## src/rtl/grs_pkg.sv

```systemverilog
package grs_pkg;

  // grid store size
  localparam int MAX_ROWS   = 64;
  localparam int MAX_COLS   = 64;
  localparam int CELL_COUNT = MAX_ROWS * MAX_COLS;

  // field and register widths
  localparam int CRD_W     = 6;
  localparam int CFG_W     = 7;
  localparam int CFG_IDX_W = 2;

  // derived storage widths
  localparam int ROW_W   = $clog2(MAX_ROWS);
  localparam int COL_W   = $clog2(MAX_COLS);
  localparam int POS_W   = ROW_W + COL_W;
  localparam int SP_W    = $clog2(CELL_COUNT);
  localparam int DEPTH_W = SP_W + 1;

  // register indexes
  localparam logic [CFG_IDX_W-1:0] REG_ROWS = CFG_IDX_W'(0);
  localparam logic [CFG_IDX_W-1:0] REG_COLS = CFG_IDX_W'(1);

  // input opcodes
  localparam logic OP_LOAD   = 1'b0;
  localparam logic OP_SEARCH = 1'b1;

  // neighbor selection, in the order they are tried around a popped cell; NB_START picks the start cell
  typedef enum logic [2:0] {
    NB_RIGHT,
    NB_LEFT,
    NB_UP,
    NB_DOWN,
    NB_START
  } nb_sel_e;

  typedef enum logic [3:0] {
    ST_IDLE,
    ST_LD_RD,
    ST_LD_WR,
    ST_INIT,
    ST_NB_RD,
    ST_NB_EV,
    ST_POP_CHK,
    ST_POP_EV,
    ST_FIN
  } ctrl_state_e;

  // controller to datapath
  typedef struct packed {
    logic cap;
    logic ld_rd;
    logic ld_wr;
    logic s_init;
    logic nb_rd;
    logic nb_ev;
    logic nb_adv;
    logic pop_rd;
    logic pop_ev;
    logic res_ld;
  } cmd_t;

  // datapath to controller
  typedef struct packed {
    logic cand_inb;
    logic nb_last;
    logic stk_empty;
    logic pop_hit;
  } sts_t;

endpackage

```

## src/rtl/grs_ctrl.sv

```systemverilog
module grs_ctrl
  import grs_pkg::*;
(
  input  logic clk_i,
  input  logic rst_ni,
  input  logic in_valid_i,
  input  logic opcode_i,
  output logic in_stall_o,
  output logic out_valid_o,
  input  logic out_stall_i,
  input  sts_t sts_i,
  output cmd_t cmd_o
);

  ctrl_state_e state_q, state_d;
  logic        out_valid_q, out_valid_d;

  always_ff @(posedge clk_i or negedge rst_ni) begin
    if (!rst_ni) begin
      state_q     <= ST_IDLE;
      out_valid_q <= 1'b0;
    end else begin
      state_q     <= state_d;
      out_valid_q <= out_valid_d;
    end
  end

  always_comb begin
    state_d = state_q;
    cmd_o   = '0;
    case (state_q)
      ST_IDLE: begin
        if (in_valid_i) begin
          cmd_o.cap = 1'b1;
          state_d   = (opcode_i == OP_SEARCH) ? ST_INIT : ST_LD_RD;
        end
      end
      ST_LD_RD: begin
        cmd_o.ld_rd = 1'b1;
        state_d     = ST_LD_WR;
      end
      ST_LD_WR: begin
        cmd_o.ld_wr = 1'b1;
        state_d     = ST_IDLE;
      end
      ST_INIT: begin
        cmd_o.s_init = 1'b1;
        state_d      = ST_NB_RD;
      end
      ST_NB_RD: begin
        if (sts_i.cand_inb) begin
          cmd_o.nb_rd = 1'b1;
          state_d     = ST_NB_EV;
        end else begin
          cmd_o.nb_adv = 1'b1;
          state_d      = sts_i.nb_last ? ST_POP_CHK : ST_NB_RD;
        end
      end
      ST_NB_EV: begin
        cmd_o.nb_ev  = 1'b1;
        cmd_o.nb_adv = 1'b1;
        state_d      = sts_i.nb_last ? ST_POP_CHK : ST_NB_RD;
      end
      ST_POP_CHK: begin
        if (sts_i.stk_empty) begin
          state_d = ST_FIN;
        end else begin
          cmd_o.pop_rd = 1'b1;
          state_d      = ST_POP_EV;
        end
      end
      ST_POP_EV: begin
        cmd_o.pop_ev = 1'b1;
        state_d      = sts_i.pop_hit ? ST_FIN : ST_NB_RD;
      end
      ST_FIN: begin
        if (!out_valid_q || !out_stall_i) begin
          cmd_o.res_ld = 1'b1;
          state_d      = ST_IDLE;
        end
      end
      default: begin
        state_d = ST_IDLE;
      end
    endcase
  end

  always_comb begin
    if (cmd_o.res_ld) begin
      out_valid_d = 1'b1;
    end else begin
      out_valid_d = out_valid_q && out_stall_i;
    end
  end

  assign in_stall_o  = (state_q != ST_IDLE);
  assign out_valid_o = out_valid_q;

endmodule

```

## config.mk

```make
export PLATFORM = sky130hd
export DESIGN_NAME = grs_ctrl
export DESIGN_NICKNAME = d
export VERILOG_FILES = /design/src/rtl/grs_pkg.sv /design/src/rtl/grs_ctrl.sv
export SDC_FILE = /design/constraint.sdc
export NUM_CORES = 1
export LEC_CHECK = 0
export ABC_AREA = 1
export BUFFER_PORTS_ARGS = -buffer_cell sky130_fd_sc_hd__buf_2
export CAP_MARGIN = 30
export CORE_MARGIN = 5
export CORE_UTILIZATION = 25
export CTS_CLUSTER_SIZE = 10
export DETAILED_ROUTE_END_ITERATION = 7
export GPL_TIMING_DRIVEN = 0
export PLACE_DENSITY_LB_ADDON = 0.1
export SLEW_MARGIN = 20
export SYNTH_ARGS = -nofsm -noshare
export SYNTH_HDL_FRONTEND = slang
export SYNTH_SLANG_ARGS = --single-unit
```

## constraint.sdc

```tcl
create_clock -name clk_i -period 1.54 [get_ports clk_i]
set_input_delay 0.308 -clock clk_i [delete_from_list [all_inputs] [get_ports clk_i]]
set_output_delay 0.308 -clock clk_i [all_outputs]
set_load 0.01 [all_outputs]
```

### After elaboration in Yosys (flattened, before gate mapping)

Cells that the tools add are included.
W data, S select, Z words.

* eq/ne operators: 10
* mux-type cells: 24
* reduce and logical (&&, ||, !) cells: 7

Operator list (count)
* $pmux W4 S8: 1
* $eq A4 B3 Y1 const B: 4
* $mux W4: 4
* $mux W1: 15
* $eq A4 B2 Y1 const B: 2
* $mux W2: 3
* $eq A4 B1 Y1 const B: 1
* $eq A4 B4 Y1 const B: 1
* $logic_not A4 Y1: 1
* $ne A2 B2 Y1 const B: 2
* $reduce_bool A4 Y1: 1
* $logic_not A1 Y1: 2
* $pmux W1 S2: 1
* $reduce_and A2 Y1: 1
* $logic_and A1 B1 Y1: 1
* $logic_or A1 B1 Y1: 1

* flip-flop bits (word level): 5
* bits of input ports: 9
* output and inout port bits: 12
* word-level logic and storage cells: 43

### Depth between registers and ports, before layout

* depth after elaboration: 5
* depth in mapped cells: 8
* gate-level depth less buffers: 8

### Worst setup path before layout

No wires, ideal clock.

* kind: reg2out
* start: register state_q[3]
* end: output port cmd_o[3] in the netlist's numbering
* arrival time: 0.981 ns
* required time: 1.232 ns
* slack: 0.251 ns
* stages on the path, launching flop included: 4
* cells stage by stage: dfrtp_1 > nor2_1 > nand2_1 > a21oi_1

RTL lines
* start, declared: RTL line grs_ctrl.sv:15 `ctrl_state_e state_q, state_d;`
* start signal, assigned: RTL line grs_ctrl.sv:23 `state_q <= state_d;`
* end, declared: RTL line grs_ctrl.sv:12 `output cmd_t cmd_o`

==> impl_metrics.sql <==
INSERT INTO impl_metrics (metric_group, metric, value, unit) VALUES
('power_and_ir_drop', 'ir_worst_vdd', '0.000640', 'V'),
('global_route', 'grt_start_max_net_pins', '7', ''),
('final_layout', 'fin_nets', '96', ''),
('critical_path', 'crit-reg2reg-launch', 'state_q[3]$_DFFE_PN0P_', ''),
('critical_path', 'start_kind', 'flip-flop', ''),
('worst_hold_path', 'hold_path_class', 'input port to flip-flop', ''),
('critical_path', 'r2r_setup_slack', '0.39', 'ns'),
('clock_network', 'numCtsBuffers', '3', ''),
('critical_path', 'cp_data_arrival_time', '1.24', 'ns'),
('routing', 'route.detailed.vias_per_inst', '4.55', ''),
('sta', 'fin_crit', '1.55', 'ns'),
('global_route', 'remaining_global_route_overflow', '0', ''),
('place', 'port_buffers', '20', ''),
('clock_network', 'clock_tree.buffer_depth', '2', ''),
('final_layout', 'final_layout_size_suffix_gt1_share', '53.5', '%'),
('worst_hold_path', 'timing.hold.worst.start', 'out_stall_i', ''),
('routing', 'remaining_routing_drc_violations', '0', ''),
('final_layout', 'filler_cell_count', '151', ''),
('outcome', 'status', 'complete, but fails checks', ''),
('critical_path', 'crit_path_end_kind', 'output pin', ''),
('logic_synthesis', 'cell_type_contributing_the_most_total_cell_area_after_synthesis', 'sky130_fd_sc_hd__dfrtp_1', ''),
('place', 'dp_cells', '90', ''),
('clock_network', 'cts_tree', 'built', ''),
('sta', 'finalHoldWorstSlack', '0.298', 'ns'),
('sta', 'tns', '-0.00538', 'ns'),
('global_route', 'gr-usage-all-layers', '10.4', '%'),
('logic_synthesis', 'synthTopCellsByArea', 'sky130_fd_sc_hd__dfrtp_1 (35%), sky130_fd_sc_hd__nand2_1 (11%), sky130_fd_sc_hd__inv_1 (10%), sky130_fd_sc_hd__nand3_1 (7.0%), sky130_fd_sc_hd__nor2_1 (6.3%)', ''),
('clock_network', 'clock_tree.htree_level_count', '1', ''),
('clock_network', 'clock_sink_count', '5', ''),
('logic_synthesis', 'netlist-cell-type-count', '13', ''),
('place', 'hpwlAfterDp', '815', 'um'),
('global_route', 'first_global_vias', '428', ''),
('place', 'finalWeightedCongestion', '0.748', ''),
('routing', 'wirelength', '1.08', 'mm'),
('sta', 'report.final.setup_viol', '1', ''),
('routing', 'first_pass_iters', '4', ''),
('worst_hold_path', 'end_point_of_the_most_critical_hold_path', 'out_valid_o$_DFF_PN0_', ''),
('logic_synthesis', 'synth.yosys.warnings', '0', ''),
('logic_synthesis', 'yosysSeqAreaShare', '34.8', '%'),
('sta', 'max_slew_margin', '88.0', '%'),
('outcome', 'failed_checks', 'negative setup slack', ''),
('logic_synthesis', 'synth_top_area_share', '34.8', '%'),
('clock_network', 'clock_pin_transition_on_the_worst_setup_and_hold_timing_paths', '0.04', 'ns'),
('sta', 'rsz0062_at_grt', 'yes', ''),
('power_and_ir_drop', 'total_power', '1.04', 'mW'),
('die', 'num_io_pins', '21', ''),
('critical_path', 'worstPathMaxFanout', '5', ''),
('global_route', 'grt_first_pass_wirelength', '1.66', 'mm'),
('final_layout', 'synthToLayoutAreaGrowth', '65.2', '%'),
('sta', 'setup_slack', '-0.00538', 'ns'),
('final_layout', 'insertedDiodeCount', '0', ''),
('critical_path', 'rr_worst_depth', '8', ''),
('sta', 'drv_slew', '0', ''),
('final_layout', 'fin_cells', '101', ''),
('sta', 'max_freq', '0.647', 'GHz'),
('logic_synthesis', 'syn-instance-count', '55', ''),
('routing', 'drt.antenna.violating_nets', '0', ''),
('die', 'die_footprint', '2290', 'um^2'),
('clock_network', 'clk-insertion-delay-late', '0.24', 'ns'),
('critical_path', 'timing.critical_path.required', '1.23', 'ns'),
('die', 'floorplan.core_area', '1330', 'um^2'),
('sta', 'fin_worst_skew', '0.00149', 'ns'),
('sta', 'worst_slew_pin_slew', '0.179', 'ns'),
('logic_synthesis', 'syn_nets', '64', ''),
('sta', 'finalHoldViolCount', '0', ''),
('job', 'cap_viol_max_count', '0', ''),
('logic_synthesis', 'synth_area_per_cell', '6.53', 'um^2'),
('die', 'die_w', '47.9', 'um'),
('worst_hold_path', 'hold_path_depth', '3', ''),
('die', 'die_h', '47.9', 'um'),
('sta', 'post-route-period-util', '100', '%');
-- kinds of logic (layout without fill, tap and decap cells) --
family                 after synthesis  in the layout  synth area share, %
AO/OA/AOI/OAI                        4              4                 6.97
buffers and inverters               14             45                 14.6
flip-flops                           5              5                 34.8
AND/OR/NAND/NOR                     32             32                 43.6
-- flip-flops by register name, summed over array words and instances, names as in the netlist --
register	count
out_valid_o	1
state_q	4
-- synth_stat cells, drive strengths merged --
master,instances
nand3,6
a21oi,2
dfrtp,5
inv,14
nor2,9
nor3,3
nand4,3
o211ai,2
nand2,11
-- worst max-delay path: stages (launching register included) --
cell                      delay, ns
sky130_fd_sc_hd__dfrtp_2       0.46
sky130_fd_sc_hd__inv_1         0.11
sky130_fd_sc_hd__nand2_2       0.07
sky130_fd_sc_hd__nor2_2        0.11
sky130_fd_sc_hd__inv_1         0.05
sky130_fd_sc_hd__nor2_1        0.07
sky130_fd_sc_hd__buf_2         0.13
-- worst max path at each step --
| stage | end | start | cells past startpoint |
|---|---|---|---|
| final | cmd_o[9] | state_q[3]$_DFFE_PN0P_ | 6 |
| after global routing | cmd_o[9] | state_q[0]$_DFFE_PN0P_ | 6 |
| after CTS | cmd_o[9] | state_q[0]$_DFFE_PN0P_ | 6 |
| after detailed placement | cmd_o[3] | state_q[3]$_DFFE_PN0P_ | 4 |
| after global placement | cmd_o[3] | state_q[3]$_DFFE_PN0P_ | 4 |
| after floorplan | cmd_o[3] | state_q[3]$_DFFE_PN0P_ | 3 |
-- layout make-up --
type                    count  area [um^2]  area share (%)
inverters                  14         52.6            8.86
multi-input cells          36          211            35.7
flip-flops and latches      5          129            21.7
repair buffers             27          155            26.2
clock buffers               4         26.3            4.43
well taps                  15         18.8            3.16
-- routing by layer --
| metal | track usage, % | routed length, um | vias to the layer above |
|---|---|---|---|
| met3 | 3.38 | 78 | 0 |
| met1 | 12.1 | 432 | 204 |
| li1 | - | - | 237 |
| met5 | 0 | 0 | - |
| met4 | 3.23 | 0 | 0 |
| met2 | 17.9 | 570 | 19 |
-- power by group --
| part | switching (mW) | total, mW | leakage (nW) | internal, mW |
|---|---|---|---|---|
| logic | 0.362 | 0.633 | 0.281 | 0.272 |
| clock network | 0.0495 | 0.147 | 0.0150 | 0.0977 |
| registers | 0.0783 | 0.261 | 0.0615 | 0.183 |
| total | 0.489 | 1.04 | 0.358 | 0.553 |
-- timing repair --
item / in CTS / in global routing
hold buffers: 1 / 0
setup endpoints to repair: 7 / 9
hold endpoints to repair: 5 / 0
resized for setup: 8 / 3
buffers inserted: 4 / 2
pin swaps: 0 / 1
-- cell usage in the layout, fill, tap and decap left out --
master	instances
sky130_fd_sc_hd__buf_2	20
sky130_fd_sc_hd__inv_1	10
sky130_fd_sc_hd__nand2_1	9
sky130_fd_sc_hd__buf_4	6
sky130_fd_sc_hd__nand3_1	5
sky130_fd_sc_hd__inv_2	4
sky130_fd_sc_hd__nor2_1	4
sky130_fd_sc_hd__nor2_2	3
sky130_fd_sc_hd__nand4_1	3
sky130_fd_sc_hd__clkbuf_4	3
sky130_fd_sc_hd__dfrtp_2	3
sky130_fd_sc_hd__nor2_4	2
sky130_fd_sc_hd__nand2_2	2
sky130_fd_sc_hd__nor3_1	2
sky130_fd_sc_hd__o211ai_1	2
sky130_fd_sc_hd__dfrtp_1	2
sky130_fd_sc_hd__nor3_4	1
sky130_fd_sc_hd__nand3_2	1
sky130_fd_sc_hd__a21oi_2	1
sky130_fd_sc_hd__a21oi_1	1
sky130_fd_sc_hd__clkbuf_1	1
sky130_fd_sc_hd__dlygate4sd3_1	1
-- per-stage QoR --
step                      setup WS [ns]  area [um^2]  utilization [%]
final                          -0.00538          593             44.5
after global routing            -0.0735          593             44.5
after CTS                       0.00314          566             42.4
after detailed placement         0.0750          478             35.8
after global placement           0.0976          478             35.8
after floorplan                   0.251          359                -
Power figures use the tool's default switching activity.
